File: src/sv/jse_pkg.sv
// Shared types, constants and byte classification for the JSON string escaper.
`timescale 1ns / 1ps

package jse_pkg;

    localparam int TOK_MAX   = 4;
    localparam int TOK_CNT_W = $clog2(TOK_MAX + 1);
    localparam int TOK_IDX_W = $clog2(TOK_MAX);
    localparam int QUE_DEPTH = 4;
    localparam int QUE_PTR_W = $clog2(QUE_DEPTH);
    localparam int QUE_CNT_W = $clog2(QUE_DEPTH + 1);

    localparam logic [7:0] CH_QUOTE     = 8'h22;
    localparam logic [7:0] CH_BACKSLASH = 8'h5c;
    localparam logic [7:0] CH_U         = 8'h75;
    localparam logic [7:0] CH_ZERO      = 8'h30;

    localparam logic [7:0] LEAD_E0 = 8'he0;
    localparam logic [7:0] MIN_E0  = 8'ha0;
    localparam logic [7:0] LEAD_ED = 8'hed;
    localparam logic [7:0] MAX_ED  = 8'h9f;
    localparam logic [7:0] LEAD_F0 = 8'hf0;
    localparam logic [7:0] MIN_F0  = 8'h90;
    localparam logic [7:0] LEAD_F4 = 8'hf4;
    localparam logic [7:0] MAX_F4  = 8'h8f;
    localparam logic [7:0] LEAD2_LO = 8'hc2;
    localparam logic [7:0] LEAD2_HI = 8'hdf;
    localparam logic [7:0] LEAD3_HI = 8'hef;
    localparam logic [7:0] LEAD4_HI = 8'hf4;
    localparam logic [7:0] CONT_MASK = 8'hc0;
    localparam logic [7:0] CONT_TAG  = 8'h80;

    // One queued word group: optional opening quote, up to four byte tokens,
    // optional closing quote. A raw token passes its byte; otherwise the
    // byte goes through the escape rules.
    typedef struct packed {
        logic                        open_q;
        logic                        close_q;
        logic [TOK_CNT_W-1:0]        tok_cnt;
        logic [TOK_MAX-1:0]          tok_raw;
        logic [TOK_MAX-1:0][7:0]     tok_byte;
    } jse_entry_t;

    typedef enum logic [1:0] {
        SEG_OPEN,
        SEG_TOK,
        SEG_CLOSE
    } jse_seg_t;

    function automatic logic [2:0] seq_len(input logic [7:0] b);
        logic [2:0] n;
        n = 3'd0;
        if (b >= LEAD2_LO && b <= LEAD2_HI) begin
            n = 3'd2;
        end else if (b >= LEAD_E0 && b <= LEAD3_HI) begin
            n = 3'd3;
        end else if (b >= LEAD_F0 && b <= LEAD4_HI) begin
            n = 3'd4;
        end
        return n;
    endfunction

    function automatic logic is_lead(input logic [7:0] b);
        return seq_len(b) != 3'd0;
    endfunction

endpackage

File: src/sv/jse_queue.sv
// Small FIFO of classified word groups between front and back.
`timescale 1ns / 1ps

module jse_queue (
    input  logic                aclk,
    input  logic                aresetn,
    input  logic                push,
    input  jse_pkg::jse_entry_t push_entry,
    input  logic                pop,
    output jse_pkg::jse_entry_t head,
    output logic                not_empty,
    output logic                full
);

    jse_pkg::jse_entry_t                  mem [jse_pkg::QUE_DEPTH];
    logic [jse_pkg::QUE_PTR_W-1:0]        wr_ptr_reg, wr_ptr_next;
    logic [jse_pkg::QUE_PTR_W-1:0]        rd_ptr_reg, rd_ptr_next;
    logic [jse_pkg::QUE_CNT_W-1:0]        count_reg, count_next;

    assign not_empty = count_reg != '0;
    assign full      = count_reg == jse_pkg::QUE_CNT_W'(jse_pkg::QUE_DEPTH);
    assign head      = mem[rd_ptr_reg];

    always_comb begin
        wr_ptr_next = wr_ptr_reg;
        rd_ptr_next = rd_ptr_reg;
        count_next  = count_reg;
        if (push) begin
            wr_ptr_next = wr_ptr_reg + 1'b1;
        end
        if (pop) begin
            rd_ptr_next = rd_ptr_reg + 1'b1;
        end
        if (push && !pop) begin
            count_next = count_reg + 1'b1;
        end else if (pop && !push) begin
            count_next = count_reg - 1'b1;
        end
    end

    always_ff @(posedge aclk) begin
        if (!aresetn) begin
            wr_ptr_reg <= '0;
            rd_ptr_reg <= '0;
            count_reg  <= '0;
        end else begin
            wr_ptr_reg <= wr_ptr_next;
            rd_ptr_reg <= rd_ptr_next;
            count_reg  <= count_next;
        end
    end

    always_ff @(posedge aclk) begin
        if (push) begin
            mem[wr_ptr_reg] <= push_entry;
        end
    end

endmodule

File: src/sv/jse_front.sv
// Input side: UTF-8 sequence tracking and classification into byte tokens.
`timescale 1ns / 1ps

module jse_front (
    input  logic                aclk,
    input  logic                aresetn,
    input  logic                s_valid,
    output logic                s_ready,
    input  logic [7:0]          s_data_byte,
    input  logic                s_string_start,
    input  logic                s_string_end,
    input  logic                s_no_byte,
    input  logic                q_full,
    output logic                q_push,
    output jse_pkg::jse_entry_t q_entry
);

    logic [2:0][7:0] held_reg, held_next;
    logic [1:0]      cnt_reg, cnt_next;
    logic            accept;

    assign s_ready = !q_full;
    assign accept  = s_valid && s_ready;

    always_comb begin
        logic [1:0]                      cnt_eff;
        logic [2:0]                      need;
        logic                            ok;
        logic [jse_pkg::TOK_CNT_W-1:0]   tcnt;
        jse_pkg::jse_entry_t             ent;

        cnt_eff   = s_string_start ? 2'd0 : cnt_reg;
        held_next = held_reg;
        cnt_next  = cnt_eff;
        ent       = '0;
        tcnt      = '0;
        ent.open_q = s_string_start;

        need = jse_pkg::seq_len(held_reg[0]);
        ok   = (need != 3'd0)
            && ((s_data_byte & jse_pkg::CONT_MASK) == jse_pkg::CONT_TAG)
            && ({1'b0, cnt_eff} < need);
        if (cnt_eff == 2'd1) begin
            if (held_reg[0] == jse_pkg::LEAD_E0 && s_data_byte < jse_pkg::MIN_E0) ok = 1'b0;
            if (held_reg[0] == jse_pkg::LEAD_ED && s_data_byte > jse_pkg::MAX_ED) ok = 1'b0;
            if (held_reg[0] == jse_pkg::LEAD_F0 && s_data_byte < jse_pkg::MIN_F0) ok = 1'b0;
            if (held_reg[0] == jse_pkg::LEAD_F4 && s_data_byte > jse_pkg::MAX_F4) ok = 1'b0;
        end

        if (!s_no_byte) begin
            if (cnt_eff == 2'd0) begin
                if (jse_pkg::is_lead(s_data_byte)) begin
                    held_next[0] = s_data_byte;
                    cnt_next     = 2'd1;
                end else begin
                    ent.tok_byte[tcnt[jse_pkg::TOK_IDX_W-1:0]] = s_data_byte;
                    tcnt = tcnt + 1'b1;
                end
            end else if (ok && ({1'b0, cnt_eff} + 3'd1 == need)) begin
                // complete sequence: release held bytes and this one unchanged
                ent.tok_byte[tcnt[jse_pkg::TOK_IDX_W-1:0]] = held_reg[0];
                ent.tok_raw[tcnt[jse_pkg::TOK_IDX_W-1:0]]  = 1'b1;
                tcnt = tcnt + 1'b1;
                if (cnt_eff >= 2'd2) begin
                    ent.tok_byte[tcnt[jse_pkg::TOK_IDX_W-1:0]] = held_reg[1];
                    ent.tok_raw[tcnt[jse_pkg::TOK_IDX_W-1:0]]  = 1'b1;
                    tcnt = tcnt + 1'b1;
                end
                if (cnt_eff == 2'd3) begin
                    ent.tok_byte[tcnt[jse_pkg::TOK_IDX_W-1:0]] = held_reg[2];
                    ent.tok_raw[tcnt[jse_pkg::TOK_IDX_W-1:0]]  = 1'b1;
                    tcnt = tcnt + 1'b1;
                end
                ent.tok_byte[tcnt[jse_pkg::TOK_IDX_W-1:0]] = s_data_byte;
                ent.tok_raw[tcnt[jse_pkg::TOK_IDX_W-1:0]]  = 1'b1;
                tcnt     = tcnt + 1'b1;
                cnt_next = 2'd0;
            end else if (ok) begin
                held_next[cnt_eff] = s_data_byte;
                cnt_next           = cnt_eff + 2'd1;
            end else begin
                // broken sequence: escape every held byte, restart with this one
                ent.tok_byte[tcnt[jse_pkg::TOK_IDX_W-1:0]] = held_reg[0];
                tcnt = tcnt + 1'b1;
                if (cnt_eff >= 2'd2) begin
                    ent.tok_byte[tcnt[jse_pkg::TOK_IDX_W-1:0]] = held_reg[1];
                    tcnt = tcnt + 1'b1;
                end
                if (cnt_eff == 2'd3) begin
                    ent.tok_byte[tcnt[jse_pkg::TOK_IDX_W-1:0]] = held_reg[2];
                    tcnt = tcnt + 1'b1;
                end
                cnt_next = 2'd0;
                if (jse_pkg::is_lead(s_data_byte)) begin
                    held_next[0] = s_data_byte;
                    cnt_next     = 2'd1;
                end else begin
                    ent.tok_byte[tcnt[jse_pkg::TOK_IDX_W-1:0]] = s_data_byte;
                    tcnt = tcnt + 1'b1;
                end
            end
        end

        if (s_string_end) begin
            // flush whatever is still held, escaped
            if (cnt_next >= 2'd1) begin
                ent.tok_byte[tcnt[jse_pkg::TOK_IDX_W-1:0]] = held_next[0];
                tcnt = tcnt + 1'b1;
            end
            if (cnt_next >= 2'd2) begin
                ent.tok_byte[tcnt[jse_pkg::TOK_IDX_W-1:0]] = held_next[1];
                tcnt = tcnt + 1'b1;
            end
            if (cnt_next == 2'd3) begin
                ent.tok_byte[tcnt[jse_pkg::TOK_IDX_W-1:0]] = held_next[2];
                tcnt = tcnt + 1'b1;
            end
            cnt_next    = 2'd0;
            ent.close_q = 1'b1;
        end

        ent.tok_cnt = tcnt;
        q_entry     = ent;
        q_push      = accept && (ent.open_q || ent.close_q || tcnt != '0);
    end

    always_ff @(posedge aclk) begin
        if (!aresetn) begin
            cnt_reg <= 2'd0;
        end else if (accept) begin
            cnt_reg <= cnt_next;
        end
    end

    always_ff @(posedge aclk) begin
        if (accept) begin
            held_reg <= held_next;
        end
    end

endmodule

File: src/sv/jse_back.sv
// Output side: expands queued tokens into escaped output words.
`timescale 1ns / 1ps

module jse_back (
    input  logic                aclk,
    input  logic                aresetn,
    input  jse_pkg::jse_entry_t q_head,
    input  logic                q_not_empty,
    output logic                q_pop,
    output logic                m_valid,
    input  logic                m_ready,
    output logic [7:0]          m_out_byte,
    output logic                m_run_last,
    output logic                m_string_done
);

    jse_pkg::jse_entry_t                 cur_reg, cur_next;
    logic                                cur_valid_reg, cur_valid_next;
    jse_pkg::jse_seg_t                   seg_reg, seg_next;
    logic [jse_pkg::TOK_IDX_W-1:0]       tok_idx_reg, tok_idx_next;
    logic [2:0]                          chr_idx_reg, chr_idx_next;
    logic                                m_valid_reg, m_valid_next;
    logic [7:0]                          m_out_byte_reg;
    logic                                m_run_last_reg, m_string_done_reg;
    logic                                step;
    logic [7:0]                          ch;
    logic                                done;
    logic                                fin;

    function automatic logic [7:0] esc_char(input logic [7:0] b);
        logic [7:0] e;
        unique case (b)
            8'h22:   e = 8'h22;
            8'h5c:   e = 8'h5c;
            8'h08:   e = 8'h62;
            8'h0c:   e = 8'h66;
            8'h0a:   e = 8'h6e;
            8'h0d:   e = 8'h72;
            8'h09:   e = 8'h74;
            default: e = 8'h00;
        endcase
        return e;
    endfunction

    function automatic logic [7:0] hex_digit(input logic [3:0] n);
        return (n < 4'd10) ? (8'h30 + {4'd0, n}) : (8'h57 + {4'd0, n});
    endfunction

    function automatic logic [2:0] tok_len(input logic raw, input logic [7:0] b);
        logic [2:0] n;
        if (raw) begin
            n = 3'd1;
        end else if (esc_char(b) != 8'h00) begin
            n = 3'd2;
        end else if (b < 8'h20 || b >= 8'h80) begin
            n = 3'd6;
        end else begin
            n = 3'd1;
        end
        return n;
    endfunction

    function automatic logic [7:0] tok_char(input logic raw, input logic [7:0] b,
                                           input logic [2:0] k);
        logic [7:0] c;
        logic [7:0] e;
        e = esc_char(b);
        c = b;
        if (!raw && e != 8'h00) begin
            c = (k == 3'd0) ? jse_pkg::CH_BACKSLASH : e;
        end else if (!raw && (b < 8'h20 || b >= 8'h80)) begin
            unique case (k)
                3'd0:    c = jse_pkg::CH_BACKSLASH;
                3'd1:    c = jse_pkg::CH_U;
                3'd2:    c = jse_pkg::CH_ZERO;
                3'd3:    c = jse_pkg::CH_ZERO;
                3'd4:    c = hex_digit(b[7:4]);
                default: c = hex_digit(b[3:0]);
            endcase
        end
        return c;
    endfunction

    function automatic jse_pkg::jse_seg_t first_seg(input jse_pkg::jse_entry_t e);
        jse_pkg::jse_seg_t s;
        if (e.open_q) begin
            s = jse_pkg::SEG_OPEN;
        end else if (e.tok_cnt != '0) begin
            s = jse_pkg::SEG_TOK;
        end else begin
            s = jse_pkg::SEG_CLOSE;
        end
        return s;
    endfunction

    assign m_valid       = m_valid_reg;
    assign m_out_byte    = m_out_byte_reg;
    assign m_run_last    = m_run_last_reg;
    assign m_string_done = m_string_done_reg;

    assign step = cur_valid_reg && (!m_valid_reg || m_ready);

    always_ff @(posedge aclk) begin
        if (!aresetn) begin
            seg_reg       <= jse_pkg::SEG_OPEN;
            cur_valid_reg <= 1'b0;
            tok_idx_reg   <= '0;
            chr_idx_reg   <= 3'd0;
            m_valid_reg   <= 1'b0;
        end else begin
            seg_reg       <= seg_next;
            cur_valid_reg <= cur_valid_next;
            tok_idx_reg   <= tok_idx_next;
            chr_idx_reg   <= chr_idx_next;
            m_valid_reg   <= m_valid_next;
        end
    end

    always_ff @(posedge aclk) begin
        cur_reg <= cur_next;
        if (step) begin
            m_out_byte_reg    <= ch;
            m_run_last_reg    <= fin;
            m_string_done_reg <= done;
        end
    end

    always_comb begin
        jse_pkg::jse_seg_t              a_seg;
        logic [jse_pkg::TOK_IDX_W-1:0]  a_tok;
        logic [2:0]                     a_chr;
        logic                           tk_raw;
        logic [7:0]                     tk_byte;
        logic [2:0]                     tk_len;

        tk_raw  = cur_reg.tok_raw[tok_idx_reg];
        tk_byte = cur_reg.tok_byte[tok_idx_reg];
        tk_len  = tok_len(tk_raw, tk_byte);

        a_seg = seg_reg;
        a_tok = tok_idx_reg;
        a_chr = chr_idx_reg;
        ch    = jse_pkg::CH_QUOTE;
        done  = 1'b0;
        fin   = 1'b0;

        unique case (seg_reg)
            jse_pkg::SEG_OPEN: begin
                ch = jse_pkg::CH_QUOTE;
                if (cur_reg.tok_cnt != '0) begin
                    a_seg = jse_pkg::SEG_TOK;
                    a_tok = '0;
                    a_chr = 3'd0;
                end else if (cur_reg.close_q) begin
                    a_seg = jse_pkg::SEG_CLOSE;
                end else begin
                    fin = 1'b1;
                end
            end
            jse_pkg::SEG_TOK: begin
                ch = tok_char(tk_raw, tk_byte, chr_idx_reg);
                if (chr_idx_reg != tk_len - 3'd1) begin
                    a_chr = chr_idx_reg + 3'd1;
                end else if ({1'b0, tok_idx_reg} + 1'b1 < cur_reg.tok_cnt) begin
                    a_tok = tok_idx_reg + 1'b1;
                    a_chr = 3'd0;
                end else if (cur_reg.close_q) begin
                    a_seg = jse_pkg::SEG_CLOSE;
                end else begin
                    fin = 1'b1;
                end
            end
            jse_pkg::SEG_CLOSE: begin
                ch   = jse_pkg::CH_QUOTE;
                done = 1'b1;
                fin  = 1'b1;
            end
            default: begin
                fin = 1'b1;
            end
        endcase

        seg_next       = seg_reg;
        tok_idx_next   = tok_idx_reg;
        chr_idx_next   = chr_idx_reg;
        cur_next       = cur_reg;
        cur_valid_next = cur_valid_reg;
        q_pop          = 1'b0;

        if (step) begin
            seg_next     = a_seg;
            tok_idx_next = a_tok;
            chr_idx_next = a_chr;
            if (fin) begin
                cur_valid_next = 1'b0;
            end
        end

        // load the next group as soon as the current one has gone out
        if ((!cur_valid_reg || (step && fin)) && q_not_empty) begin
            q_pop          = 1'b1;
            cur_next       = q_head;
            cur_valid_next = 1'b1;
            seg_next       = first_seg(q_head);
            tok_idx_next   = '0;
            chr_idx_next   = 3'd0;
        end

        m_valid_next = m_valid_reg;
        if (step) begin
            m_valid_next = 1'b1;
        end else if (m_ready) begin
            m_valid_next = 1'b0;
        end
    end

endmodule

File: src/sv/json_string_escaper_utf8_check.sv
// Top level of the JSON string escaper with UTF-8 checking.
//
// Bytes enter on the s_ channel, one word per cycle while s_ready is high, and leave
// as the characters of a quoted JSON string literal on the m_ channel, one character
// per cycle while m_ready is high. The input side tracks held UTF-8 bytes and takes a
// new word every cycle while its four-entry queue has room; a word that expands to N
// characters (up to 25) holds the output for all N, so the sustained input rate
// follows the output character stream. A word is registered in the queue, then in
// the current-group register, then in the output register. Words that produce no
// characters (a held lead or continuation byte) put nothing in the queue or output.
`timescale 1ns / 1ps

module json_string_escaper_utf8_check (
    input  logic       aclk,
    input  logic       aresetn,
    input  logic       s_valid,
    output logic       s_ready,
    input  logic [7:0] s_data_byte,
    input  logic       s_string_start,
    input  logic       s_string_end,
    input  logic       s_no_byte,
    output logic       m_valid,
    input  logic       m_ready,
    output logic [7:0] m_out_byte,
    output logic       m_run_last,
    output logic       m_string_done
);

    jse_pkg::jse_entry_t push_entry;
    jse_pkg::jse_entry_t head;
    logic                push;
    logic                pop;
    logic                not_empty;
    logic                full;

    jse_front u_front (
        .aclk           (aclk),
        .aresetn        (aresetn),
        .s_valid        (s_valid),
        .s_ready        (s_ready),
        .s_data_byte    (s_data_byte),
        .s_string_start (s_string_start),
        .s_string_end   (s_string_end),
        .s_no_byte      (s_no_byte),
        .q_full         (full),
        .q_push         (push),
        .q_entry        (push_entry)
    );

    jse_queue u_queue (
        .aclk       (aclk),
        .aresetn    (aresetn),
        .push       (push),
        .push_entry (push_entry),
        .pop        (pop),
        .head       (head),
        .not_empty  (not_empty),
        .full       (full)
    );

    jse_back u_back (
        .aclk          (aclk),
        .aresetn       (aresetn),
        .q_head        (head),
        .q_not_empty   (not_empty),
        .q_pop         (pop),
        .m_valid       (m_valid),
        .m_ready       (m_ready),
        .m_out_byte    (m_out_byte),
        .m_run_last    (m_run_last),
        .m_string_done (m_string_done)
    );

endmodule
File: config.mk
export PLATFORM = sky130hd
export DESIGN_NAME = json_string_escaper_utf8_check
export DESIGN_NICKNAME = d
export VERILOG_FILES = /design/src/sv/jse_pkg.sv /design/src/sv/jse_queue.sv /design/src/sv/jse_front.sv /design/src/sv/jse_back.sv /design/src/sv/json_string_escaper_utf8_check.sv
export SDC_FILE = /design/constraint.sdc
export NUM_CORES = 1
export LEC_CHECK = 0
export ABC_AREA = 1
export BUFFER_PORTS_ARGS = -buffer_cell sky130_fd_sc_hd__buf_2
export CORE_AREA = 4 4 256 133
export CTS_CLUSTER_DIAMETER = 120
export CTS_CLUSTER_SIZE = 25
export DETAILED_ROUTE_END_ITERATION = 6
export DIE_AREA = 0 0 260 137
export PLACE_DENSITY_LB_ADDON = 0.3
export SETUP_SLACK_MARGIN = 0.3
export SYNTH_ARGS = -nofsm -noshare
export SYNTH_HDL_FRONTEND = slang
export SYNTH_SLANG_ARGS = --single-unit
File: constraint.sdc
create_clock -name aclk -period 9.1 [get_ports aclk]
set_clock_uncertainty 0.05 [all_clocks]
set_input_delay 1.82 -clock aclk [delete_from_list [all_inputs] [get_ports aclk]]
set_output_delay 1.82 -clock aclk [all_outputs]
set_load 0.01 [all_outputs]
Word level (Yosys, flattened, before mapping)
Memory sizes are Yosys's and may differ from the RTL's. A register that Yosys moved wholly into a read port is not among the register bits. Index checks and enable logic that the tools add are counted.

Register bits after elaboration: 92. Memory bits (writable): 164. Input bits: 15. Output and inout bits: 12. Logic and storage cells: 361. Memories kept: 1.

Memory list: u_queue.mem (words 4, bits a word 41, read ports 1, clocked after memory_dff 1, wr ports 1, RTL line jse_queue.sv:15) `jse_pkg::jse_entry_t mem [jse_pkg::QUE_DEPTH];`.

$add $sub $neg: 21. Magnitude comparators: 42. Equal/unequal tests: 30. Mux-type cells: 177. Bitwise operators: 3. Reductions and logical operators: 65.

Operators with widths (count): $mux 32 (14); $mux 8 (30); $bwmux 32 (7); $mux 36 (5); $mux 3 (47); $demux 8 s2 (8); $ge 8x8->1 const B (7); $pmux 7 s7 (1); $le 8x8->1 const B (6); $mux 24 (2); $mux 2 (21); $eq 8x4->1 const B (5); $eq 8x8->1 const B (4); $mux 16 (2); $pmux 8 s4 (1); $logic_and 1x1->1 (30); $mux 1 (28); $mux 28 (1); $add 3x1->3 const B (9); $lt 2x3->1 const B (9); $bwmux 24 (1); $reduce_bool 3->1 (8); $ge 2x1->1 const B (9); $add 7x4->8 const A (2); other kinds (44) (81).

Longest topological paths before layout
Depth after elaboration: 45. Gate-level depth with buffers: 40. Depth with buffers taken out: 39.

By module
From an unflattened synthesis, not the netlist that was laid out.

Cell total of the unflattened synthesis: 1584. Area, all modules: 14380.0 µm².

By module, submodules not included: jse_queue (times used 1, cells each 455, area each 6518.8 µm², seq. area each 5104.9 µm²); jse_front (times used 1, cells each 773, area each 4454.3 µm², seq. area each 760.7 µm²); jse_back (times used 1, cells each 356, area each 3407.0 µm², seq. area each 1681.6 µm²).

Worst setup path before layout
OpenSTA, ideal clock, no wires.

Path type: input port to flip-flop. From: input port s_string_start. To: memory u_queue.mem[0][0] in the netlist's numbering (enable). Arrival time: 7.215 ns. Path slack: 1.396 ns. Stages: 30. Path buffers: 1. Cells stage by stage: inv_1 -> nand2_1 -> clkinv_1 -> clkbuf_1 -> ha_1 -> a21oi_1 -> nand2_2 -> a21oi_4 -> nand3_1 -> nand2_1 -> nand2_1 -> o211ai_1 -> o21ai_2 -> inv_1 -> ha_1 -> nand2_2 -> nand2_1 -> inv_1 -> ha_1 -> o21ai_0 -> inv_1 -> ha_1 -> nand2_1 -> nand2_1 -> inv_1 -> nand2_1 -> nand2_2 -> nand2_2 -> nand2_2 -> nor2_1.

Word-level cells in the longest chain between the ends: 33.

Ends and longest elaborated chain: start, declared (RTL line json_string_escaper_utf8_check.sv:19) `input logic s_string_start,`; $mux 2 (RTL line jse_front.sv:32) `cnt_eff = s_string_start ? 2'd0 : cnt_reg;`; $ge 2x2->1 (RTL line jse_front.sv:64, jse_front.sv:85); $mux 2 (RTL line jse_front.sv:64, jse_front.sv:85); $mux 3 (RTL line jse_front.sv:78) `end else if (ok) begin`; $mux 3 (RTL line jse_front.sv:59) `end else if (ok && ({1'b0, cnt_eff} + 3'd1 == need)) begin`; $mux 3 (RTL line jse_front.sv:51) `if (cnt_eff == 2'd0) begin`; $mux 3 (RTL line jse_front.sv:50) `if (!s_no_byte) begin`; $add 3x1->3 (RTL line jse_front.sv:91) `tcnt = tcnt + 1'b1;`; [... 17 more ...]; $add 3x1->3 (RTL line jse_front.sv:116) `tcnt = tcnt + 1'b1;`; $mux 3 (RTL line jse_front.sv:114) `if (cnt_next == 2'd3) begin`; $mux 3 (RTL line jse_front.sv:104) `if (s_string_end) begin`; $reduce_bool 3->1 (RTL line jse_front.sv:124) `q_push = accept && (ent.open_q || ent.close_q || tcnt != '0);`; $logic_or 1x1->1 (*) (RTL line jse_front.sv:124); $logic_and 1x1->1 (*) (RTL line jse_front.sv:124); $mux 1 (*) (RTL line jse_queue.sv:54) `if (push) begin`; $mux 1 (not written as such) (*) (RTL line jse_queue.sv:55) `mem[wr_ptr_reg] <= push_entry;`; end, declared (RTL line jse_queue.sv:15).

Mark *: on every way between the ends. The rest lies on a longest branch, timed or not. The select of a mux whose other input is x is not followed.

Worst setup path after layout
From: input port s_string_start. To: memory u_queue.mem[0][8] in the netlist's numbering (enable).

Same word-level chain as after synthesis.

==> impl_metrics.tcl <==
set metrics [dict create \
    critical_path.max_stage_delay_ns 0.51 \
    path_common_cell "nand2_1" \
    proportion_of_synthesized_chip_area_in_sequential_cells_pct 53.4 \
    insertion_delay_ns 0.52 \
    routedWlPerCell_um 18.9 \
    finish.instance_area_mm2 0.0151 \
    final.period_utilization_pct 83.4 \
    fillCellCount 2969 \
    worst_path_maximum_fanout 29 \
    hold_buffers 0 \
    grt-ovfl-total 0 \
    irDropWorstVdd_mv 0.218 \
    hold_viol_final 0 \
    setup_violations 0 \
    finish.utilization_pct 47.8 \
    grt_start_max_net_pins 84 \
    timing.max_slew.rel_slack_pct 43.9 \
    postPlaceCellArea_mm2 0.0146 \
    drt.antenna.violating_nets 0 \
    post_cts_resize_count 0 \
    synth-edff-count 238 \
    worst-endpoint-required_ns 9.20 \
    global_route_wire_length_before_repair_mm 58.5 \
    synth_top_cells_by_count "edfxtp_1, nand2_1, nor2_1" \
    cts_max_path_buffers 3 \
    floorplan.die_area_mm2 0.0356 \
    cts_tree "yes" \
    initial_core_util_pct 44.9 \
    vias_in_the_first_global_route 10300 \
    dr.pass1.iters 6 \
    detail_route.vias_per_cell 5.62 \
    p_leak_uw 0.00582 \
    final_max_slew_viol_count 0 \
    regArea_mm2 0.00755 \
    synthesized_netlist_cell_count 1544 \
    clockRootBuffer "clkbuf_16" \
    synth_seq_cells 258 \
    syn2layout_area_growth_pct 6.62 \
    layout_min_cycle_time_ns 7.59 \
    drcViolationCount 0 \
    crit_path_top_delay_cell "ha_1" \
    syn-num-nets 1599 \
    top_level_ports 27 \
    max-cap-violations 0 \
    netlist_area_mm2 0.0141 \
    status "completed" \
    n_antenna_cell 0 \
    synth_cell_type_count 64 \
    finalNetCount 1589 \
    grt_setup_unrepaired "no" \
    core_mm2 0.0315 \
    die_w_um 260 \
    preCtsSetupSlack_ns 1.04 \
    drtIter0Drc 1161 \
    max_slew.worst_pin.slew_ns 0.841 \
    largest_register_ffs 164 \
    fin_worst_hold_slack_ns 0.455 \
    place_hpwl_mm 26.5 \
    synth_top_area_share_pct 50.6 \
    htree_depth 1 \
    worstSetupEndpointType "register" \
    route.final.wire_length_mm 37.4 \
    clkTransAtPathRegs_ns 0.10 \
    postSynth.topFlopCell "edfxtp_1" \
    share_of_async_settable_or_async_resettable_flops_after_synthesis_pct 0 \
    post-route-worst-setup-slack_ns 1.51 \
    gp_routability_congestion 0.937 \
    critical_path.startpoint_type "input port" \
    yosys-top-cells-area "edfxtp_1, o21ai_0, nand2_1" \
    layout-drive-gt1-share_pct 9.99 \
    power.density_cell_area_mw_per_mm2 242 \
    initial_antenna_violation_count 0 \
    multi_input_combinational_cell_area_mm2 0.00564 \
    worst_hold_path_type "reg2reg" \
    max_clock_freq_mhz 132 \
    synth_most_common_cell "edfxtp_1" \
    grt_usage_pct 21.0 \
    count_of_port_buffers_added_during_placement 26 \
    synth.yosys.warnings 0 \
    die_height_um 137 \
    critical_path_arrival_ns 7.69 \
    num_vias 11100 \
    placement_rows 46 \
    timing.setup.critical_path_class "in2reg" \
    clock-sinks 258 \
    library_cell_occupying_the_most_area_in_the_post_synthesis_netlist "edfxtp_1" \
    number_of_buffers_created_by_cts 14 \
    syn-mean-instance-area_um2 9.15 \
    post_cts.repair.setup_buffers 0 \
    totalNegativeSetupSlack_ns 0 \
]
-- layer usage --
| layer | track usage [%] | vias up | routed length (µm) | part of all wire (%) |
|---|---|---|---|---|
| met5 | 0 | - | 0 | 0 |
| met4 | 3.56 | 0 | 496 | 1.3 |
| met3 | 3.27 | 35 | 3040 | 8.1 |
| met2 | 32.6 | 443 | 16100 | 43 |
| met1 | 31.6 | 5241 | 17700 | 47 |
| li1 | - | 5369 | - | - |
-- power by group --
part           switching [µW]  internal (µW)
clock network             386            316
registers                77.7           1600
logic                     913            344
-- layout by cell type, fill, tap and decap left out, types with 12 or more instances in the layout --
cell type | Yosys | final
inv_2 | 16 | 17
o211ai_1 | 28 | 28
ha_1 | 39 | 39
nor2_1 | 197 | 193
clkbuf_16 | 0 | 15
buf_2 | 19 | 26
a21oi_1 | 84 | 84
o21ai_0 | 179 | 179
o22ai_1 | 51 | 51
dfxtp_1 | 20 | 19
o21ai_1 | 22 | 22
inv_1 | 144 | 144
nand2_2 | 27 | 27
nand2_1 | 227 | 227
a31oi_1 | 12 | 12
edfxtp_1 | 238 | 238
nand3_1 | 76 | 76
buf_4 | 6 | 19
-- stage by stage --
| stage | total power, µW | cells |
|---|---|---|
| after floorplan | 2570 | 1544 |
| after global placement | 2930 | 1950 |
| after detailed placement | 2960 | 1950 |
| after CTS | 3660 | 1974 |
| after global routing | 3890 | 1974 |
| final | 3640 | 1974 |
-- kinds of logic after synthesis --
| group | Yosys count | synth area share [%] |
|---|---|---|
| simple gates | 581 | 18.4 |
| compound gates | 423 | 17.4 |
| flops | 258 | 53.4 |
| buf+inv | 237 | 6.84 |
| fa+ha+maj | 40 | 3.60 |
| xor+xnor | 5 | 0.363 |
-- worst max-delay path, delay by kind of cell --
kind	cells	cell delay, ns
adders and majority gates	4	1.40
AOI/OAI and AO/OA	3	0.99
buffers and inverters	10	1.68
and+or+nand+nor	14	1.75
-- cell type report --
type	instances	area share, %
tap	432	3.59
inverter	166	4.19
clock inverter	1	0.133
clock buffer	23	2.69
sequential	258	50.1
timing repair buffer	45	1.81
multi-input combinational	1049	37.5
-- final timing paths --
| check | slack, ns | depth (start not counted) | end | startpoint |
|---|---|---|---|---|
| max | 1.51 | 31 | u_queue.mem[0][8] | s_string_start |
| min | 0.45 | 2 | u_queue.count_reg[2] | u_queue.count_reg[2] |
| max reg2reg | 2.67 | 29 | u_queue.mem[0][8] | u_front.cnt_reg[1] |
| min reg2reg | 0.45 | 2 | u_queue.count_reg[2] | u_queue.count_reg[2] |
Note: power is estimated with default switching activity, not from simulation.
